**src/hw/rtl/ntc_voltage_to_temperature_assert.svh**
```systemverilog
// Assertion macros for the NTC voltage to temperature converter.
`ifndef NTC_VOLTAGE_TO_TEMPERATURE_ASSERT_SVH
`define NTC_VOLTAGE_TO_TEMPERATURE_ASSERT_SVH

// same-cycle implication
`define NTCVT_ASSERT_NOW(label, clk, rst, ante, cons, msg) \
   label: assert property (@(posedge clk) disable iff (rst) (ante) |-> (cons)) \
      else $error(msg);

// next-cycle implication
`define NTCVT_ASSERT_NEXT(label, clk, rst, ante, cons, msg) \
   label: assert property (@(posedge clk) disable iff (rst) (ante) |=> (cons)) \
      else $error(msg);

`endif

```
**src/hw/rtl/ntcvt_pkg.sv**
```systemverilog
// Shared types, constants and breakpoint table of the NTC converter.
package ntcvt_pkg;

   localparam int TABLE_POINTS = 33;
   localparam int IDX_W        = $clog2(TABLE_POINTS);
   localparam int MV_W         = 12;
   localparam int T_W          = 12;
   localparam int DT_W         = 11;
   localparam int PROD_W       = MV_W + DT_W;
   localparam int DCNT_W       = $clog2(PROD_W);
   localparam int CHAN_W       = 8;
   localparam int VIN_W        = 16;

   localparam logic [VIN_W-1:0] MV_MAX = 16'd2440;
   localparam logic [VIN_W-1:0] MV_MIN = 16'd1300;

   typedef enum logic [2:0] {
      ST_IDLE,
      ST_CHECK,
      ST_SEARCH,
      ST_MULT,
      ST_DIV,
      ST_FINISH
   } state_type;

   typedef struct packed {
      logic load_in;
      logic start_search;
      logic inc_idx;
      logic load_seg;
      logic load_prod;
      logic div_step;
      logic load_out;
   } cmd_type;

   typedef struct packed {
      logic in_range;
      logic seg_hit;
      logic div_last;
      logic out_free;
   } stat_type;

   typedef struct packed {
      logic        [MV_W-1:0] mv;
      logic signed [T_W-1:0]  tenths;
   } bp_type;

   // breakpoints, voltage strictly descending
   function automatic bp_type bp_lookup(input logic [IDX_W-1:0] idx);
      bp_type bp;
      case (idx)
         6'd0:  bp = '{12'd2440, -12'sd400};
         6'd1:  bp = '{12'd2420, -12'sd350};
         6'd2:  bp = '{12'd2400, -12'sd300};
         6'd3:  bp = '{12'd2380, -12'sd250};
         6'd4:  bp = '{12'd2350, -12'sd200};
         6'd5:  bp = '{12'd2320, -12'sd150};
         6'd6:  bp = '{12'd2270, -12'sd100};
         6'd7:  bp = '{12'd2230, -12'sd50};
         6'd8:  bp = '{12'd2170, 12'sd0};
         6'd9:  bp = '{12'd2110, 12'sd50};
         6'd10: bp = '{12'd2050, 12'sd100};
         6'd11: bp = '{12'd1990, 12'sd150};
         6'd12: bp = '{12'd1920, 12'sd200};
         6'd13: bp = '{12'd1860, 12'sd250};
         6'd14: bp = '{12'd1800, 12'sd300};
         6'd15: bp = '{12'd1740, 12'sd350};
         6'd16: bp = '{12'd1680, 12'sd400};
         6'd17: bp = '{12'd1630, 12'sd450};
         6'd18: bp = '{12'd1590, 12'sd500};
         6'd19: bp = '{12'd1550, 12'sd550};
         6'd20: bp = '{12'd1510, 12'sd600};
         6'd21: bp = '{12'd1480, 12'sd650};
         6'd22: bp = '{12'd1450, 12'sd700};
         6'd23: bp = '{12'd1430, 12'sd750};
         6'd24: bp = '{12'd1400, 12'sd800};
         6'd25: bp = '{12'd1380, 12'sd850};
         6'd26: bp = '{12'd1370, 12'sd900};
         6'd27: bp = '{12'd1350, 12'sd950};
         6'd28: bp = '{12'd1340, 12'sd1000};
         6'd29: bp = '{12'd1330, 12'sd1050};
         6'd30: bp = '{12'd1320, 12'sd1100};
         6'd31: bp = '{12'd1310, 12'sd1150};
         6'd32: bp = '{12'd1300, 12'sd1200};
         default: bp = '{12'd0, 12'sd0};
      endcase
      return bp;
   endfunction

endpackage

```
**src/hw/rtl/ntcvt_ctrl.sv**
```systemverilog
// Sequencer for range check, segment search, multiply and serial divide.
module ntcvt_ctrl (
   input  logic               clock,
   input  logic               reset,
   input  logic               req_tvalid,
   output logic               req_tready,
   input  ntcvt_pkg::stat_type stat,
   output ntcvt_pkg::cmd_type  cmd
);

   ntcvt_pkg::state_type state_ff, state_in;

   always_ff @(posedge clock) begin
      if (reset) begin
         state_ff <= ntcvt_pkg::ST_IDLE;
      end else begin
         state_ff <= state_in;
      end
   end

   always_comb begin
      state_in = state_ff;
      case (state_ff)
         ntcvt_pkg::ST_IDLE: begin
            if (req_tvalid) state_in = ntcvt_pkg::ST_CHECK;
         end
         ntcvt_pkg::ST_CHECK: begin
            if (stat.in_range) state_in = ntcvt_pkg::ST_SEARCH;
            else               state_in = ntcvt_pkg::ST_FINISH;
         end
         ntcvt_pkg::ST_SEARCH: begin
            if (stat.seg_hit) state_in = ntcvt_pkg::ST_MULT;
         end
         ntcvt_pkg::ST_MULT: begin
            state_in = ntcvt_pkg::ST_DIV;
         end
         ntcvt_pkg::ST_DIV: begin
            if (stat.div_last) state_in = ntcvt_pkg::ST_FINISH;
         end
         ntcvt_pkg::ST_FINISH: begin
            if (stat.out_free) state_in = ntcvt_pkg::ST_IDLE;
         end
         default: state_in = ntcvt_pkg::ST_IDLE;
      endcase
   end

   always_comb begin
      cmd        = '0;
      req_tready = 1'b0;
      case (state_ff)
         ntcvt_pkg::ST_IDLE: begin
            req_tready  = 1'b1;
            cmd.load_in = req_tvalid;
         end
         ntcvt_pkg::ST_CHECK: begin
            cmd.start_search = stat.in_range;
         end
         ntcvt_pkg::ST_SEARCH: begin
            cmd.load_seg = stat.seg_hit;
            cmd.inc_idx  = !stat.seg_hit;
         end
         ntcvt_pkg::ST_MULT: begin
            cmd.load_prod = 1'b1;
         end
         ntcvt_pkg::ST_DIV: begin
            cmd.div_step = 1'b1;
         end
         ntcvt_pkg::ST_FINISH: begin
            cmd.load_out = stat.out_free;
         end
         default: begin
            cmd = '0;
         end
      endcase
   end

endmodule

```
**src/hw/rtl/ntcvt_dp.sv**
```systemverilog
// Datapath: input capture, segment search, interpolation and result register.
module ntcvt_dp (
   input  logic                                clock,
   input  logic                                reset,
   input  ntcvt_pkg::cmd_type                  cmd,
   output ntcvt_pkg::stat_type                 stat,
   input  logic [ntcvt_pkg::CHAN_W-1:0]        in_chan,
   input  logic [ntcvt_pkg::VIN_W-1:0]         in_mv,
   input  logic                                in_link,
   input  logic                                out_ready,
   output logic                                out_valid,
   output logic [ntcvt_pkg::CHAN_W-1:0]        out_chan,
   output logic signed [ntcvt_pkg::T_W-1:0]    out_temp,
   output logic                                out_ok
);

   logic [ntcvt_pkg::CHAN_W-1:0]     chan_ff;
   logic [ntcvt_pkg::VIN_W-1:0]      mv_ff;
   logic                             link_ff;
   logic [ntcvt_pkg::IDX_W-1:0]      idx_ff, idx_in;
   logic [ntcvt_pkg::MV_W-1:0]       dv_ff, off_ff;
   logic [ntcvt_pkg::DT_W-1:0]       dt_ff;
   logic signed [ntcvt_pkg::T_W-1:0] t0_ff;
   logic                             ok_ff;
   logic [ntcvt_pkg::PROD_W-1:0]     quo_ff;
   logic [ntcvt_pkg::MV_W:0]         rem_ff;
   logic [ntcvt_pkg::DCNT_W-1:0]     dcnt_ff;
   logic                             out_valid_ff;
   logic [ntcvt_pkg::CHAN_W-1:0]     out_chan_ff;
   logic signed [ntcvt_pkg::T_W-1:0] out_temp_ff;
   logic                             out_ok_ff;

   ntcvt_pkg::bp_type                bp_hi, bp_lo;
   logic [ntcvt_pkg::MV_W-1:0]       mv_low;
   logic signed [ntcvt_pkg::T_W-1:0] dt_full;
   logic [ntcvt_pkg::MV_W:0]         rem_shift, rem_sub;
   logic                             qbit;
   logic signed [ntcvt_pkg::T_W-1:0] temp_sum;

   assign idx_in = ntcvt_pkg::IDX_W'(idx_ff + 1'b1);
   assign bp_hi  = ntcvt_pkg::bp_lookup(idx_ff);
   assign bp_lo  = ntcvt_pkg::bp_lookup(idx_in);
   assign mv_low = mv_ff[ntcvt_pkg::MV_W-1:0];
   assign dt_full = bp_lo.tenths - bp_hi.tenths;

   assign rem_shift = {rem_ff[ntcvt_pkg::MV_W-1:0], quo_ff[ntcvt_pkg::PROD_W-1]};
   assign rem_sub   = rem_shift - {1'b0, dv_ff};
   assign qbit      = (rem_shift >= {1'b0, dv_ff});
   assign temp_sum  = t0_ff + $signed(quo_ff[ntcvt_pkg::T_W-1:0]);

   assign stat.in_range = link_ff && (mv_ff <= ntcvt_pkg::MV_MAX) && (mv_ff >= ntcvt_pkg::MV_MIN);
   assign stat.seg_hit  = (mv_low >= bp_lo.mv);
   assign stat.div_last = (dcnt_ff == ntcvt_pkg::DCNT_W'(ntcvt_pkg::PROD_W - 1));
   assign stat.out_free = !out_valid_ff || out_ready;

   always_ff @(posedge clock) begin
      if (cmd.load_in) begin
         chan_ff <= in_chan;
         mv_ff   <= in_mv;
         link_ff <= in_link;
      end
      if (cmd.start_search) begin
         idx_ff <= '0;
      end else if (cmd.inc_idx) begin
         idx_ff <= idx_in;
      end
      if (cmd.load_seg) begin
         dv_ff  <= bp_hi.mv - bp_lo.mv;
         off_ff <= bp_hi.mv - mv_low;
         dt_ff  <= dt_full[ntcvt_pkg::DT_W-1:0];
         t0_ff  <= bp_hi.tenths;
      end
      if (cmd.load_prod) begin
         quo_ff  <= ntcvt_pkg::PROD_W'(off_ff * dt_ff);
         rem_ff  <= '0;
         dcnt_ff <= '0;
      end else if (cmd.div_step) begin
         quo_ff  <= {quo_ff[ntcvt_pkg::PROD_W-2:0], qbit};
         rem_ff  <= qbit ? rem_sub : rem_shift;
         dcnt_ff <= ntcvt_pkg::DCNT_W'(dcnt_ff + 1'b1);
      end
      if (cmd.load_out) begin
         out_chan_ff <= chan_ff;
         out_temp_ff <= ok_ff ? temp_sum : '0;
         out_ok_ff   <= ok_ff;
      end
   end

   always_ff @(posedge clock) begin
      if (reset) begin
         ok_ff        <= 1'b0;
         out_valid_ff <= 1'b0;
      end else begin
         if (cmd.load_in) begin
            ok_ff <= 1'b0;
         end else if (cmd.load_seg) begin
            ok_ff <= 1'b1;
         end
         if (cmd.load_out) begin
            out_valid_ff <= 1'b1;
         end else if (out_ready) begin
            out_valid_ff <= 1'b0;
         end
      end
   end

   assign out_valid = out_valid_ff;
   assign out_chan  = out_chan_ff;
   assign out_temp  = out_temp_ff;
   assign out_ok    = out_ok_ff;

endmodule

```
**src/hw/rtl/ntc_voltage_to_temperature.sv**
```systemverilog
// An invalid reading goes from accept through the range check straight to finish; a valid
//   one also runs the serial search over the breakpoint table, the multiply and the
//   23-step restoring divide. One beat is in flight at a time: a new beat is taken only
//   after the previous result has been loaded into the result register.
// The result register lets the next beat in while a result waits.
// Synchronous active-high reset returns the sequencer to idle and drops rsp_tvalid.
`include "ntc_voltage_to_temperature_assert.svh"

module ntc_voltage_to_temperature (
   input  logic        clock,
   input  logic        reset,
   input  logic        req_tvalid,
   output logic        req_tready,
   input  logic [23:0] req_tdata,   // [7:0] channel_index, [23:8] millivolts
   input  logic        req_tuser,   // [0] link_ok
   output logic        rsp_tvalid,
   input  logic        rsp_tready,
   output logic [23:0] rsp_tdata,   // [7:0] channel_out, [19:8] temperature_tenths, zero pad
   output logic        rsp_tuser    // [0] reading_valid
);

   ntcvt_pkg::cmd_type                  cmd;
   ntcvt_pkg::stat_type                 stat;
   logic [ntcvt_pkg::CHAN_W-1:0]        out_chan;
   logic signed [ntcvt_pkg::T_W-1:0]    out_temp;

   ntcvt_ctrl u_ctrl (
      .clock      (clock),
      .reset      (reset),
      .req_tvalid (req_tvalid),
      .req_tready (req_tready),
      .stat       (stat),
      .cmd        (cmd)
   );

   ntcvt_dp u_dp (
      .clock     (clock),
      .reset     (reset),
      .cmd       (cmd),
      .stat      (stat),
      .in_chan   (req_tdata[7:0]),
      .in_mv     (req_tdata[23:8]),
      .in_link   (req_tuser),
      .out_ready (rsp_tready),
      .out_valid (rsp_tvalid),
      .out_chan  (out_chan),
      .out_temp  (out_temp),
      .out_ok    (rsp_tuser)
   );

   assign rsp_tdata = {4'd0, out_temp, out_chan};

   `NTCVT_ASSERT_NOW(a_invalid_zero, clock, reset, rsp_tvalid && !rsp_tuser, rsp_tdata[19:8] == 12'd0, "invalid beat carries nonzero temperature")
   `NTCVT_ASSERT_NOW(a_temp_range, clock, reset, rsp_tvalid && rsp_tuser, ($signed(rsp_tdata[19:8]) >= -12'sd400) && ($signed(rsp_tdata[19:8]) <= 12'sd1200), "temperature outside table range")
   `NTCVT_ASSERT_NEXT(a_busy_after_accept, clock, reset, req_tvalid && req_tready, !req_tready, "new beat taken while one is in progress")

endmodule

```
**config.mk**
```make
export PLATFORM = sky130hd
export DESIGN_NAME = ntc_voltage_to_temperature
export DESIGN_NICKNAME = d
export VERILOG_FILES = /design/src/hw/rtl/ntcvt_pkg.sv /design/src/hw/rtl/ntcvt_ctrl.sv /design/src/hw/rtl/ntcvt_dp.sv /design/src/hw/rtl/ntc_voltage_to_temperature.sv
export VERILOG_INCLUDE_DIRS = /design/src /design/src/hw/rtl
export SDC_FILE = /design/constraint.sdc
export NUM_CORES = 1
export LEC_CHECK = 0
export BUFFER_PORTS_ARGS = -buffer_cell sky130_fd_sc_hd__buf_2
export CORE_MARGIN = 4
export CORE_UTILIZATION = 45
export DETAILED_ROUTE_END_ITERATION = 10
export GPL_TIMING_DRIVEN = 0
export SYNTH_ARGS = -nofsm -noshare
export SYNTH_HDL_FRONTEND = slang
export SYNTH_SLANG_ARGS = --single-unit
```
**constraint.sdc**
```tcl
create_clock -name clock -period 7.6 [get_ports clock]
set_clock_uncertainty 0.2 [all_clocks]
set_input_delay 0.76 -clock clock [delete_from_list [all_inputs] [get_ports clock]]
set_output_delay 0.76 -clock clock [all_outputs]
set_load 0.1 [all_outputs]
```
* Word-level counts from Yosys, hierarchy flattened
Memories as Yosys holds them, arrays and structs flattened. A register that Yosys moved wholly into a read port is not among the register bits.
Index checks and enable logic that the tools add are counted.
** Cells by class
- Add/sub/neg operators :: 7
- Multipliers :: 1
- Magnitude comparators :: 4
- Equality and inequality tests :: 10
- Muxes and demuxes :: 20
- Reduce and logical (&&, ||, !) cells :: 10
** Operator list (count)
- $mux 23 :: 2
- $sub 12x12->12 :: 3
- $mul 12x11->23 :: 1
- $pmux 3 s6 :: 1
- $ge 16x11->1 const B :: 1
- $le 16x12->1 const B :: 1
- $mux 3 :: 5
- $ge 13x12->1 :: 1
- $add 12x12->12 :: 1
- $ge 12x12->1 :: 1
- $mux 12 :: 1
- $mux 6 :: 2
- $sub 11x11->11 :: 1
- $mux 1 :: 8
- $add 6x1->6 const B :: 1
- $eq 3x2->1 const B :: 2
- $eq 3x3->1 const B :: 2
- $add 5x1->5 const B :: 1
- $eq 5x5->1 const B :: 1
- $ne 2x1->1 const B :: 2
- $ne 2x2->1 const B :: 2
- $reduce_and 4->1 :: 1
- $reduce_bool 2->1 :: 2
- $eq 3x1->1 const B :: 1
- 6 further kinds :: 8
** Storage, ports and cells
- Register bits :: 144
- ROM bits :: 2816
- Output and inout port bits :: 27
- Logic and storage cells :: 71
- Memories kept :: 2
** Memory list
- (name not given) :: words 64, bits a word 22, rd ports 1, clocked after memory_dff 0, write ports 0, RTL line ntcvt_pkg.sv:51 : case (idx)
- (name not given) :: words 64, bits a word 22, rd ports 1, clocked after memory_dff 1, write ports 0, RTL line ntcvt_pkg.sv:51

* Depth between registers and ports, before layout
Gate-level depths: netlist of run 1.
An unclocked memory read counts as a cell.
- Word-level depth :: 7
- Gate-level depth with buffers :: 24
- Mapped depth without buffers :: 22

* By module
From an unflattened synthesis of run 1, not the netlist that was laid out.
** Unflattened totals
- Cell total of the unflattened synthesis :: 1503
- Area, all modules :: 14282.4 um2
** By module, submodules not included
- ntcvt_dp :: instances 1, cells each 1466, area each 13979.7 um2, sequential area each 4334.2 um2
- ntcvt_ctrl :: instances 1, cells each 32, area each 269.0 um2, sequential area each 60.1 um2
- ntc_voltage_to_temperature :: instances 1, cells each 5, area each 33.8 um2, sequential area each 0.0 um2

* Worst setup path after synthesis of run 1
OpenSTA, ideal clock, no wires.
- Kind :: register -> register
- Start :: register u_dp.dt_ff[7] (netlist bit)
- End :: register u_dp.quo_ff[22] (netlist bit), data pin
- Data arrival time :: 5202 ps
- Data required time :: 7135 ps
- Setup slack :: 1933 ps
- Cell stages (with the launch flop) :: 22
- Buffers on the path :: 1
- Cell sequence :: edfxtp_1 clkbuf_1 and2_1 fa_1 inv_1 fa_1 inv_1 fa_1 fa_1 inv_1 fa_1 inv_1 ha_1 a21o_1 a21oi_1 o221ai_1 o221ai_1 o311a_1 a21oi_1 a21oi_1 xnor2_1 o21ai_0
** On the way
- Word-level cells in the longest chain between the ends :: 2
** RTL lines
- from (decl) :: RTL line ntcvt_dp.sv:22 : logic [ntcvt_pkg::DT_W-1:0] dt_ff;
- from (signal assigned) :: RTL line ntcvt_dp.sv:70 : dt_ff <= dt_full[ntcvt_pkg::DT_W-1:0];
- $mul 12x11->23 :: RTL line ntcvt_dp.sv:74 : quo_ff <= ntcvt_pkg::PROD_W'(off_ff * dt_ff);
- $mux 23 :: RTL line ntcvt_dp.sv:73 : if (cmd.load_prod) begin
- to (signal assigned) :: RTL line ntcvt_dp.sv:74
- to (signal assigned) :: RTL line ntcvt_dp.sv:78 : quo_ff <= {quo_ff[ntcvt_pkg::PROD_W-2:0], qbit};
- to (decl) :: RTL line ntcvt_dp.sv:25 : logic [ntcvt_pkg::PROD_W-1:0] quo_ff;
Every way passes these cells.
A chain may end at the register's enable or synchronous reset.

* Final worst setup path of run 1
- Start :: register u_dp.idx_ff[1] (netlist bit)
- End :: register, netlist name u_dp.bp_hi[7]
** On the way
- Word-level cells in the longest chain between the ends :: 7
** RTL lines
- from (decl) :: RTL line ntcvt_dp.sv:20 : logic [ntcvt_pkg::IDX_W-1:0] idx_ff, idx_in;
- from (signal assigned) :: RTL line ntcvt_dp.sv:65 : idx_ff <= idx_in;
- $add 6x1->6 * :: RTL line ntcvt_dp.sv:40 : assign idx_in = ntcvt_pkg::IDX_W'(idx_ff + 1'b1);
- via u_dp.idx_in (one bit) :: RTL line ntcvt_dp.sv:20
- $mem_v2 64x22
- $ge 12x12->1 :: RTL line ntcvt_dp.sv:52 : assign stat.seg_hit = (mv_low >= bp_lo.mv);
- $logic_not 1->1 :: RTL line ntcvt_ctrl.sv:60 : cmd.inc_idx = !stat.seg_hit;
- $mux 2 :: RTL line ntcvt_ctrl.sv:50 : case (state_ff)
- $mux 6 (no source line) * (2 in a row)
The timed path passes the listed nets; every way through them passes the cells marked *.

==> run summary, run 1 <==
The final layout net count is 1826. The routed wire length per instance came out at roughly 18 microns. Max-cap violations in this run came to 0.

The pin count of the biggest net entering global routing is 29. The congestion estimate from routability-driven global placement came to approximately 0.95. The combined global-route utilization of all metal layers came out at between 20% and 30%. For this configuration, the core starts out at a cell density of 45.9%.

The count of hold buffers inserted by post-cts repair came out at 0. The horizontal extent of the die came out at 183 microns. In this run the power spent charging and discharging nets is around 1.6 mW. The share of total power in sequential cells is between 30% and 40%.

The clock period could shrink to between 6 and 7 ns. The count of buffers inserted at the top-level ports came out at 51. The synthesized netlist devotes 14.0% of its cell area to compound gates.

The filler cells instantiated in the layout total 2806. Measured against the total synthesized area, the mux share comes to under 10%. The final-report setup violation count came out at 0. The async set-reset flop share out of synthesis is 0%. The number of antenna-violating nets in the routed design came out at 0. The layout-stage area growth over the synthesis result came out at 10.2%. Routed signal wires occupy layers up through met5.

56 I/O pins were placed. The antenna diode count came out at 0. The die height came out at around 180 microns. The cell area after technology mapping is approximately 14000 sq um.

Yosys printed 0 warnings. The worst slew slack as a fraction of its limit is 10.6%. The fraction of power consumed by the clock network came out at between 20% and 30%.

STA classifies the critical path endpoint as a register. The post-synthesis xor/xnor area fraction came out at under 10%. The type of the worst setup path is register to register.

The worst vdd rail ir drop came out at 151 uV. The met2 routed wirelength came out at 16500 microns. Summing the areas of all fa, ha and maj instances in the mapped netlist gives 26.2% of the synthesized area.

The number of antenna violations at the first check in global routing is 2. The total congestion overflow after global routing came out at 0. The flow ran to the end, and the final reports show no timing, DRC or antenna violations. The number of unique standard cell types used by synthesis came out at 70. The clock transition at the register clock pins on the worst setup and hold paths after CTS is 0.08 ns. The slew at the pin with the worst max-slew slack is 1.34 ns. The power per standard cell area came out at approximately 260 nW/um^2. The final max-slew violation count came out at 0. The area occupied by multi-input gates came out at approximately 8400 sq um. Buffers inserted during clock tree synthesis total 17. The fraction of the yosys area taken by sequential cells came out at around 32%.

The via count of the first global-routing pass came to roughly 11000. The number of instances resized during post-cts repair is 0. The length of the first detailed-routing pass in iterations came out at 6. In the layout the commonest cells are 180 x sky130_fd_sc_hd__inv_1, 169 x sky130_fd_sc_hd__nand2_1, 153 x sky130_fd_sc_hd__ha_1, 113 x sky130_fd_sc_hd__edfxtp_1, 101 x sky130_fd_sc_hd__o21ai_0. After floorplanning, the core was sized to cover 29900 sq um.

The post-CTS setup repair buffer count is 0. The worst slack on hold paths came out at about 0.21 ns. For this design, the sink count on the clock tree is 163. TritonCTS built the clock tree.

The switching share of power is around 42%. Setup repair after global routing left no endpoint under its margin. The number of buffers on the longest clock path is 2. In the final routing, the length of wire on met1 measures ~16000 microns. The share of final-layout standard cells stronger than drive strength 1 came out at 7.44%. Clock latency on the worst-skew pair, taken at its later pin, is 0.45 ns.

After synthesis, the largest family of logic cells by area is adder cells. The count of H-tree levels built during CTS came out at 4. After Yosys synthesis, and, or, nand and nor cells account for around 15% of the synthesized area. Cell internal power was estimated by the tool at about 2.3 mW. The synthesized design contains 163 register bits. The largest driver fanout on the critical path came out at 11.

Summed over all nets, the half-perimeter wirelength after detailed placement is 27600 microns. Of the total power, combinational logic draws 44.3%. The most frequent standard cell in the layout excluding fill and tap cells is sky130_fd_sc_hd__inv_1. Summing all flip-flop and latch instances after layout gives between 4000 and 5000 sq um. The fraction of the cycle the final worst path needs is between 80% and 90%. The reg-to-reg setup timing slack came out at 0.76 ns. The total wire length came out at between 30000 and 40000 microns. The post-route cell area is approximately 15000 sq um. In this run the core area contains 63 standard-cell rows. The number of hold violations in the final report is 0. The number of vias after detailed routing came out at between 10000 and 15000. Synthesis handed over a netlist of ~1500 instances. After synthesis, the mean cell area works out to approximately 9.2 sq um. The DRC marker count from the first detailed-route iteration is ~700.

The die covers around 33000 sq um. Derived from the worst setup path, the maximum achievable clock frequency is 0.146 GHz. In this run the clock root is driven by a sky130_fd_sc_hd__clkbuf_16. For the worst setup path, the data arrival time is 6.90 ns. STA classifies the critical path startpoint as a register. The global-route wire length before repair came out at 56800 microns. The post-place instance area came out at about 15000 sq um. Counting instances, the worst hold path has a depth of 0. In the detailed route, the total length drawn on met3 is roughly 1900 microns. Dividing the detail-routed via count by the number of cells gives 5.46. The total leakage power is 6.74 nW.

The number of enable-type register cells in the synthesized netlist is approximately 110. The count of cells along the worst register-to-register path came out at 19. The most used flip-flop cell after synthesis is sky130_fd_sc_hd__edfxtp_1. The residual DRC count came out at 0. The critical path required time is ~7.7 ns. The worst hold-check path type is register to register.
==> kinds of logic (layout without fill, tap and decap cells) <==
kind of cell,Yosys count,in the layout
flops,163,163
mux,23,23
buf+inv,249,334
other cells,1,4
compound gates,312,312
fa+ha+maj,237,237
xor+xnor,65,65
simple gates,435,435
==> power groups by stage <==
stage	Combinational (mW)	Sequential [mW]	Clock (mW)
floorplan	1.20	1.31	0
global placement	1.68	1.31	0
detailed placement	1.71	1.31	0
CTS	1.72	1.29	0.903
global route	1.93	1.31	0.936
finish	1.73	1.29	0.877
==> synth_stat cells, drive strengths merged, types with 3 or more instances <==
cell      n  share of area, %
a211o     4              0.26
a211oi   10              0.55
a21boi   11              0.60
a21o     14              0.77
a21oi    85               3.1
a221oi    5              0.32
a31oi    11              0.66
a32oi     3              0.19
and2     65               3.0
and3      3              0.14
buf      17              0.70
clkbuf   49               1.3
dfxtp    50               7.3
edfxtp  113                25
fa       84                12
ha      153                14
inv     182               5.0
mux2      6              0.49
mux2i    17               1.2
nand2   169               4.6
nand2b    9              0.41
nand3    14              0.51
nand4     6              0.27
nor2     94               2.6
nor2b    17              0.78
nor3     38               1.4
nor4      3              0.14
o211ai    8              0.44
o21a      6              0.33
o21ai   104               3.8
o21bai    7              0.38
o221ai    7              0.45
o22ai    10              0.46
o31ai     6              0.33
or2       4              0.20
or3       6              0.27
xnor2    41               2.6
xor2     24               1.5
==> per-layer routing <==
metal  vias to the layer above  global-route usage, %
li1                       5208                      -
met1                      5171                   29.7
met2                       289                   35.3
met3                        44                   3.63
met4                         4                   4.77
met5                         -                      0
==> state kept, by name, indices dropped and copies added (netlist names), 5 cells and up <==
register,flops
u_dp.mv_ff,16
u_dp.dcnt_ff,5
u_dp.idx_ff,6
u_dp.rem_ff,12
u_dp.off_ff,12
u_dp.quo_ff,23
u_dp.chan_ff,8
u_dp.t0_ff,11
u_dp.bp_hi,22
u_dp.dv_ff,11
u_dp.dt_ff,10
u_dp.out_chan,8
u_dp.out_temp,12
==> per-stage QoR <==
step	setup TNS, ns	worst slack [ns]	utilization [%]	instances	power, mW
6_report	0	0.763	50.6	1963	3.89
5_1_grt	0	0.359	50.6	1963	4.17
4_1_cts	0	0.910	50.6	1963	3.91
3_5_place_dp	0	0.911	48.6	1931	3.01
3_3_place_gp	-10.51	-0.244	48.4	1929	2.99
2_1_floorplan	0	1.93	-	1488	2.51
==> worst max-delay path, stage by stage, from the launching register on <==
cell and delay [ns]:
sky130_fd_sc_hd__dfxtp_1 0.47, sky130_fd_sc_hd__ha_1 0.41, sky130_fd_sc_hd__inv_1 0.17, sky130_fd_sc_hd__ha_1 0.41
sky130_fd_sc_hd__clkbuf_1 0.40, sky130_fd_sc_hd__clkbuf_1 0.48, sky130_fd_sc_hd__nor3_1 0.12, sky130_fd_sc_hd__o21ai_0 0.46
sky130_fd_sc_hd__ha_1 0.34, sky130_fd_sc_hd__a21o_1 0.18, sky130_fd_sc_hd__a21o_1 0.19, sky130_fd_sc_hd__a221o_1 0.30
sky130_fd_sc_hd__a211o_1 0.29, sky130_fd_sc_hd__buf_2 0.19, sky130_fd_sc_hd__a31oi_2 0.59, sky130_fd_sc_hd__inv_1 0.33
sky130_fd_sc_hd__ha_1 0.39, sky130_fd_sc_hd__a21oi_1 0.15, sky130_fd_sc_hd__o21ai_0 0.11, sky130_fd_sc_hd__a211oi_1 0.48
==> worst paths after layout <==
path / start / end
worst min register to register: u_dp.bp_hi[11] / u_dp.t0_ff[11]
worst max register to register: u_dp.idx_ff[1] / u_dp.bp_hi[7]
worst min-delay path: u_dp.bp_hi[11] / u_dp.t0_ff[11]
worst max-delay path: u_dp.idx_ff[1] / u_dp.bp_hi[7]
==> cell type report <==
class                      count  share of cell area [%]
buffer                        66                    1.86
clock inverter                14                   0.994
sequential                   163                    29.1
timing repair buffer          53                    1.92
tap                          390                    3.23
multi-input combinational   1076                    55.4
clock buffer                  18                    2.91
inverter                     183                    4.56
(Power assumes the default switching activity.)
==> run 2, diff against run 1 <==
--- a/config.mk
+++ b/config.mk
@@ -11,6 +11,7 @@
 export CORE_UTILIZATION = 45
 export DETAILED_ROUTE_END_ITERATION = 10
 export GPL_TIMING_DRIVEN = 0
+export PLACE_DENSITY_LB_ADDON = 0.25
 export SYNTH_ARGS = -nofsm -noshare
 export SYNTH_HDL_FRONTEND = slang
 export SYNTH_SLANG_ARGS = --single-unit
==> run summary, run 2 (synthesis results as in run 1) <==
The flow ran to the end, and the final reports show no timing, DRC or antenna violations. Setup repair after global routing left no endpoint under its margin. The most frequent standard cell in the layout excluding fill and tap cells is sky130_fd_sc_hd__inv_1.

The sum of negative setup slack came to 0 ns (unchanged). The total leakage power came out at 6.73 nW (-0.25%). The CTS buffer count came out at 17 (unchanged). The cell row count is 63 (unchanged). The worst setup path is launched from a register. The final-report setup violation count is 0 (unchanged). The slew at the pin with the worst max-slew slack came out at 1.34 ns (-0.00111 ns). The number of hold violations in the final report is 0 (unchanged). The critical path required time is 7.67 ns (about the same). The last weighted congestion value of the routability-driven placer came to 0.929 (-2.0%). The achievable frequency is 0.143 GHz (-2.6%). The number of instances resized during post-cts repair came out at 0 (unchanged).

Leaving out fill and tap cells, the most frequent cells in the layout are 180 x sky130_fd_sc_hd__inv_1, 169 x sky130_fd_sc_hd__nand2_1, 153 x sky130_fd_sc_hd__ha_1, 113 x sky130_fd_sc_hd__edfxtp_1, 101 x sky130_fd_sc_hd__o21ai_0. The count of hold buffers inserted by post-cts repair was 0 (unchanged). The cell chosen for the clock root is sky130_fd_sc_hd__clkbuf_16. The count of H-tree levels built during CTS is 4 (unchanged). The TritonCTS clock tree is done.

The number of vias after detailed routing came to 10745 (+0.27%). The count of buffers inserted at the top-level ports is 51 (unchanged). The length of the first detailed-routing pass in iterations was 6 (unchanged).

The type of element capturing the critical path is a register. The via count of the first global-routing pass is 10720 (+1.7%). The residual DRC count came out at 0 (unchanged). The time the final worst path needs with I/O delays and setup is 7.02 ns (+0.179 ns). The number of antenna violations at the first check in global routing is 1 (-1). The antenna diode count was 0 (unchanged). The worst setup path is of the register to register kind. The largest driver fanout on the critical path is 11 (unchanged). The number of buffers on the longest clock path came to 2 (unchanged). The worst hold-check path type is register to register. The combined global-route utilization of all metal layers was 21.2% (-0.26 points). The layout-stage area growth over the synthesis result came out at 9.94%. The number of flip-flops in the largest register is 23 (unchanged).

The total wire length came to 34500 microns (-1.4%). The routed wire length per instance is 17.6 microns (-1.4%). The fraction of the cycle the final worst path needs was 92.3% (+2.4 points).

The clock sink count is 163 (unchanged). The final max-slew violation count came out at 0 (unchanged). The number of antenna-violating nets in the routed design is 0 (unchanged). The worst slack on hold paths came out at 0.211 ns (-0.00174 ns).

The area of the die was 33300 sq um (unchanged). The total congestion overflow after global routing is 0 (unchanged). The final layout net count is 1826 (unchanged).

The clock transition at the register clock pins on the worst setup and hold paths after CTS is 0.07 ns (about the same). The placeable core region was 29900 sq um (unchanged). The number of vias per cell after detailed routing is 5.47 (+0.27%). The pin count of the biggest net entering global routing is 29 (unchanged).

The detailed placer's ending HPWL is 27200 microns (-1.3%). The post-CTS setup repair buffer count came out at 0 (unchanged). The data arrival at the endpoint of the critical path came out at 7.09 ns (+0.19 ns).

The DRC marker count from the first detailed-route iteration is 823 (+20%). The worst slew slack as a fraction of its limit is 10.7% (+0.074 points). The timing startpoint of the critical path is u_dp.idx_ff[1]. The share of final-layout standard cells stronger than drive strength 1 is 7.18% (-0.25 points). The worst min-delay path startpoint is u_dp.bp_hi[11]. The worst register-to-register path begins at u_dp.idx_ff[1]. The I/O pin total was 56 (unchanged). The worst vdd rail ir drop is 169 uV (+12%). The number of maximum-capacitance constraint violations is 0 (unchanged). The die height is 183 microns (unchanged).

The power per standard cell area came to 254 nW/um^2 (-1.5%). The utilization after layout is 50.5% (-0.10 points). The global-route wire length before repair is 56300 microns (-0.80%).

The initial core utilization came to 45.9% (unchanged). u_dp.quo_ff holds more flip-flops than any other register. The clock latency on the worst-skew pair was 0.43 ns (-0.02 ns).

The horizontal extent of the die came to 183 microns (unchanged).
[run 2: cell count changes in the layout (fill, tap and decap cells not counted), moves of 2 or more]
cell | before | now
sky130_fd_sc_hd__clkinv_4 | 2 | 4
sky130_fd_sc_hd__clkinv_8 | 2 | 0
sky130_fd_sc_hd__clkbuf_1 | 49 | 52
sky130_fd_sc_hd__inv_8 | 5 | 2
sky130_fd_sc_hd__inv_6 | 5 | 3
[run 2: critical path, stage by stage, from the launching register on]
cell and delay, ns:
sky130_fd_sc_hd__dfxtp_1 0.45, sky130_fd_sc_hd__ha_1 0.42, sky130_fd_sc_hd__inv_1 0.19, sky130_fd_sc_hd__ha_1 0.43
sky130_fd_sc_hd__clkbuf_1 0.39, sky130_fd_sc_hd__clkbuf_1 0.42, sky130_fd_sc_hd__a211oi_1 0.16, sky130_fd_sc_hd__a21oi_1 0.15
sky130_fd_sc_hd__nor2_1 0.05, sky130_fd_sc_hd__o21ai_0 0.44, sky130_fd_sc_hd__ha_1 0.34, sky130_fd_sc_hd__a2111oi_0 0.42
sky130_fd_sc_hd__o21ai_1 0.16, sky130_fd_sc_hd__a211o_1 0.31, sky130_fd_sc_hd__buf_2 0.20, sky130_fd_sc_hd__a31oi_2 0.65
sky130_fd_sc_hd__inv_1 0.37, sky130_fd_sc_hd__ha_1 0.41, sky130_fd_sc_hd__a21oi_1 0.17, sky130_fd_sc_hd__o21ai_0 0.10
sky130_fd_sc_hd__a211oi_1 0.43
[run 2: final cells by class]
cell class	count	area (sq um)
fill	2828	14800
multi-input combinational	1076	8370
sequential	163	4390
inverter	183	689
tap	390	488
clock buffer	20	437
timing repair buffer	53	290
buffer	66	280
clock inverter	12	123
[run 2: final timing paths]
| kind | cells past startpoint | slack, ns | end |
|---|---|---|---|
| worst max-delay path | 20 | 0.58 | u_dp.bp_hi[7] |
| worst min-delay path | 0 | 0.21 | u_dp.t0_ff[11] |
| worst max register to register | 20 | 0.58 | u_dp.bp_hi[7] |
| worst min register to register | 0 | 0.21 | u_dp.t0_ff[11] |
[run 2: layer usage]
layer	routed length, microns	GRT usage [%]	vias up
li1	-	-	5200
met1	15700	29.0	5199
met2	16300	35.5	300
met3	2000	3.41	46
met4	546	4.62	0
met5	0	0	-
[run 2: power breakdown]
| part | internal, mW | switching, mW | total, mW |
|---|---|---|---|
| registers | 1.17 | 0.112 | 1.29 |
| clock network | 0.459 | 0.375 | 0.834 |
| logic | 0.625 | 1.08 | 1.70 |
| total | 2.26 | 1.57 | 3.82 |
[run 2: per-stage QoR]
| step | cells | setup slack (ns) | power, mW | cell area (sq um) |
|---|---|---|---|---|
| 2_1_floorplan | 1488 | 1.93 | 2.51 | 13700 |
| 6_report | 1963 | 0.584 | 3.82 | 15100 |
| 3_3_place_gp | 1929 | -0.124 | 2.96 | 14500 |
| 5_1_grt | 1963 | 0.200 | 4.10 | 15100 |
| 4_1_cts | 1963 | 0.788 | 3.83 | 15100 |
| 3_5_place_dp | 1931 | 0.824 | 2.98 | 14500 |
==> run 3, diff against run 2 <==
--- a/config.mk
+++ b/config.mk
@@ -7,11 +7,13 @@
 export NUM_CORES = 1
 export LEC_CHECK = 0
 export BUFFER_PORTS_ARGS = -buffer_cell sky130_fd_sc_hd__buf_2
+export CORE_ASPECT_RATIO = 1.25
 export CORE_MARGIN = 4
 export CORE_UTILIZATION = 45
 export DETAILED_ROUTE_END_ITERATION = 10
 export GPL_TIMING_DRIVEN = 0
 export PLACE_DENSITY_LB_ADDON = 0.25
+export RECOVER_POWER = 25
 export SYNTH_ARGS = -nofsm -noshare
 export SYNTH_HDL_FRONTEND = slang
 export SYNTH_SLANG_ARGS = --single-unit
==> run summary, run 3 (synthesis results as in run 1) <==
The flow ran to the end, and the final reports show no timing, DRC or antenna violations. The total power draw came out at 3.79 mW (-0.86%). The routed length on met3 is 1490 microns (-26%). The type of the worst setup path is register to register. The type of element capturing the critical path is a register. The category of the worst setup path launch point is a register. The number of vias after detailed routing came out at 10605 (-1.3%). The count of buffers inserted at the top-level ports came out at 51 (unchanged).

The worst slack on hold paths is 0.215 ns (+0.00362 ns). The die height came to 203 microns (+11%). The critical path required time came out at 7.66 ns (about the same).

The utilization after layout came out at 50.1% (-0.39 points). The setup slack after layout is 0.499 ns (-0.0844 ns). The DRC marker count from the first detailed-route iteration came to 556 (-32%).

The cell that appears most often on the critical path is sky130_fd_sc_hd__ha_1. The post-CTS setup repair buffer count is 0 (unchanged). The sum of negative setup slack came out at 0 ns (unchanged). The wire length on met1 is 14100 microns (-11%). The time the final worst path needs with I/O delays and setup is 7.10 ns (+0.0844 ns). The count of H-tree levels built during CTS is 4 (unchanged). The number of flip-flops in the largest register was 23 (unchanged). The residual DRC count was 0 (unchanged).

The number of maximum-capacitance constraint violations was 0 (unchanged). The worst min-delay path startpoint is u_dp.chan_ff[2]. The number of cells in the finished layout apart from fillers came out at 1974 (+0.56%). The worst slew slack as a fraction of its limit is 3.44% (-7.2 points). The routed wire length per instance is 17.2 microns (-2.2%).

The total leakage power was 6.71 nW (-0.24%). The layout-stage area growth over the synthesis result is 9.96% (about the same). The cell chosen for the clock root is sky130_fd_sc_hd__clkbuf_16. Ranked by flip-flop count, first place goes to u_dp.quo_ff. The worst hold-check path type is register to register. Setup repair after global routing left no endpoint under its margin. The final-report setup violation count was 0 (unchanged).

The I/O pin total came out at 56 (unchanged). The power per standard cell area is 251 nW/um^2 (-0.89%). The achievable frequency came out at 0.141 GHz (-1.2%).

The largest incremental delay on the critical path is 0.59 ns (-0.06 ns). The final layout net count came to 1826 (unchanged). The largest driver fanout on the critical path is 11 (unchanged). The slew at the pin with the worst max-slew slack is 1.45 ns (+0.105 ns). The clock latency on the worst-skew pair came out at 0.43 ns (about the same). On the critical path, the stage with the largest delay is an instance of sky130_fd_sc_hd__o21ai_0.

The global-route wire length before repair came out at 54800 microns (-2.7%). The final max-slew violation count came out at 0 (unchanged). Leaving out fill and tap cells, the most frequent cell in the layout is sky130_fd_sc_hd__inv_1. The post-route cell area came out at 15100 sq um (about the same).

The layout filler cell count came to 2826 (-0.071%). The area of the die came out at 33300 sq um (about the same). TritonCTS built the clock tree. The total congestion overflow after global routing was 0 (unchanged). The number of vias per cell after detailed routing came out at 5.37 (-1.9%).

The via count of the first global-routing pass came to 10700 (-0.19%). The timing startpoint of the critical path is u_dp.idx_ff[0]. The length of the first detailed-routing pass in iterations is 5 (-1). The highest layer touched by signal routing is met4.

The number of buffers on the longest clock path was 2 (unchanged). The combined global-route utilization of all metal layers is 20.9% (-0.30 points). The share of final-layout standard cells stronger than drive strength 1 came to 7.18% (unchanged). The horizontal extent of the die is 164 microns (-10%).

The initial core utilization is 45.5% (-0.37 points). The clock transition at the register clock pins on the worst setup and hold paths after CTS is 0.07 ns (about the same). The cell row count was 71 (+13%).

The met2 routed wirelength came out at 16900 microns (+4.1%). The antenna diode count is 0 (unchanged). The fraction of the cycle the final worst path needs came to 93.4% (+1.1 points). The startpoint identified for the worst register-to-register timing path is u_dp.idx_ff[0].

The data arrival at the endpoint of the critical path is 7.16 ns (+0.07 ns). The count of cells along the worst register-to-register path came out at 21 (+5.0%). The post-place setup slack came out at 0.734 ns (-0.0904 ns). The post-place instance area was 14500 sq um (about the same). The placeable core region came to 30100 sq um (+0.80%). The last weighted congestion value of the routability-driven placer is 0.919 (-1.1%).

The number of antenna violations at the first check in global routing is 0 (-1). The count of hold buffers inserted by post-cts repair was 0 (unchanged). The number of hold violations in the final report came to 0 (unchanged). The number of cells in the design after placement is 1942 (+0.57%). The detailed placer's ending HPWL was 26800 microns (-1.7%). The number of cells on the worst hold path came out at 0 (unchanged). The number of instances resized during post-cts repair came out at 0 (unchanged).

The pin count of the biggest net entering global routing came out at 31 (+6.9%). The number of antenna-violating nets in the routed design came out at 0 (unchanged). The total wire length came out at 33900 microns (-1.7%). The CTS buffer count is 17 (unchanged). The library cells used most frequently in the layout, excluding fill and tap cells, are 180 x sky130_fd_sc_hd__inv_1, 169 x sky130_fd_sc_hd__nand2_1, 153 x sky130_fd_sc_hd__ha_1, 113 x sky130_fd_sc_hd__edfxtp_1, 101 x sky130_fd_sc_hd__o21ai_0. The clock sink count was 163 (unchanged). Traced cell by cell, the critical path runs through ha_1, inv_1, ha_1, clkbuf_1, clkbuf_1, a211oi_1, a21oi_1, nor2_1, o21ai_0, ha_1, a2111oi_0, o21ai_1, a211o_1, buf_2, a31oi_2, inv_1, ha_1, nor2_1, a21oi_1, o21ai_0, o221ai_1. The worst vdd rail ir drop is 165 uV (-2.4%).
## run 3: changes by cell type in the layout (fill, tap and decap cells not counted), sizes merged
cell,previous run,this run
buf,70,68
clkbuf,69,68
clkinvlp,0,3
## run 3: power breakdown
part | internal (mW) | switching, mW | leakage (nW)
logic | 0.624 | 1.05 | 4.99
clock network | 0.453 | 0.370 | 0.270
registers | 1.17 | 0.120 | 1.45
total | 2.25 | 1.54 | 6.71
## run 3: worst max-delay path, delay by kind of cell (launching register included)
| kind | cells | cell delay [ns] |
|---|---|---|
| AO/OA/AOI/OAI | 10 | 2.84 |
| adder cells (fa/ha/maj) | 4 | 1.58 |
| buffers and inverters | 5 | 1.59 |
| flip-flops | 1 | 0.53 |
| AND/OR/NAND/NOR | 2 | 0.16 |
## run 3: metal layers
metal	vias up	track usage [%]
met5	-	0
met4	0	9.17
li1	5193	-
met2	287	36.0
met1	5057	25.7
met3	68	3.32
## run 3: path summary, 6_finish.rpt
path                      end  slack, ns
max            u_dp.bp_hi[16]       0.50
min          u_dp.out_chan[2]       0.21
max reg2reg    u_dp.bp_hi[16]       0.50
min reg2reg  u_dp.out_chan[2]       0.21
## run 3: area by class of cell
class / instances / area (sq um) / share of cell area [%]
Sequential cell: 163 / 4390 / 29.1
Tap cell: 401 / 502 / 3.33
Clock inverter: 15 / 129 / 0.855
Clock buffer: 17 / 425 / 2.82
Multi-Input combinational cell: 1076 / 8370 / 55.5
Timing Repair Buffer: 53 / 288 / 1.91
Inverter: 183 / 689 / 4.57
Buffer: 66 / 280 / 1.86
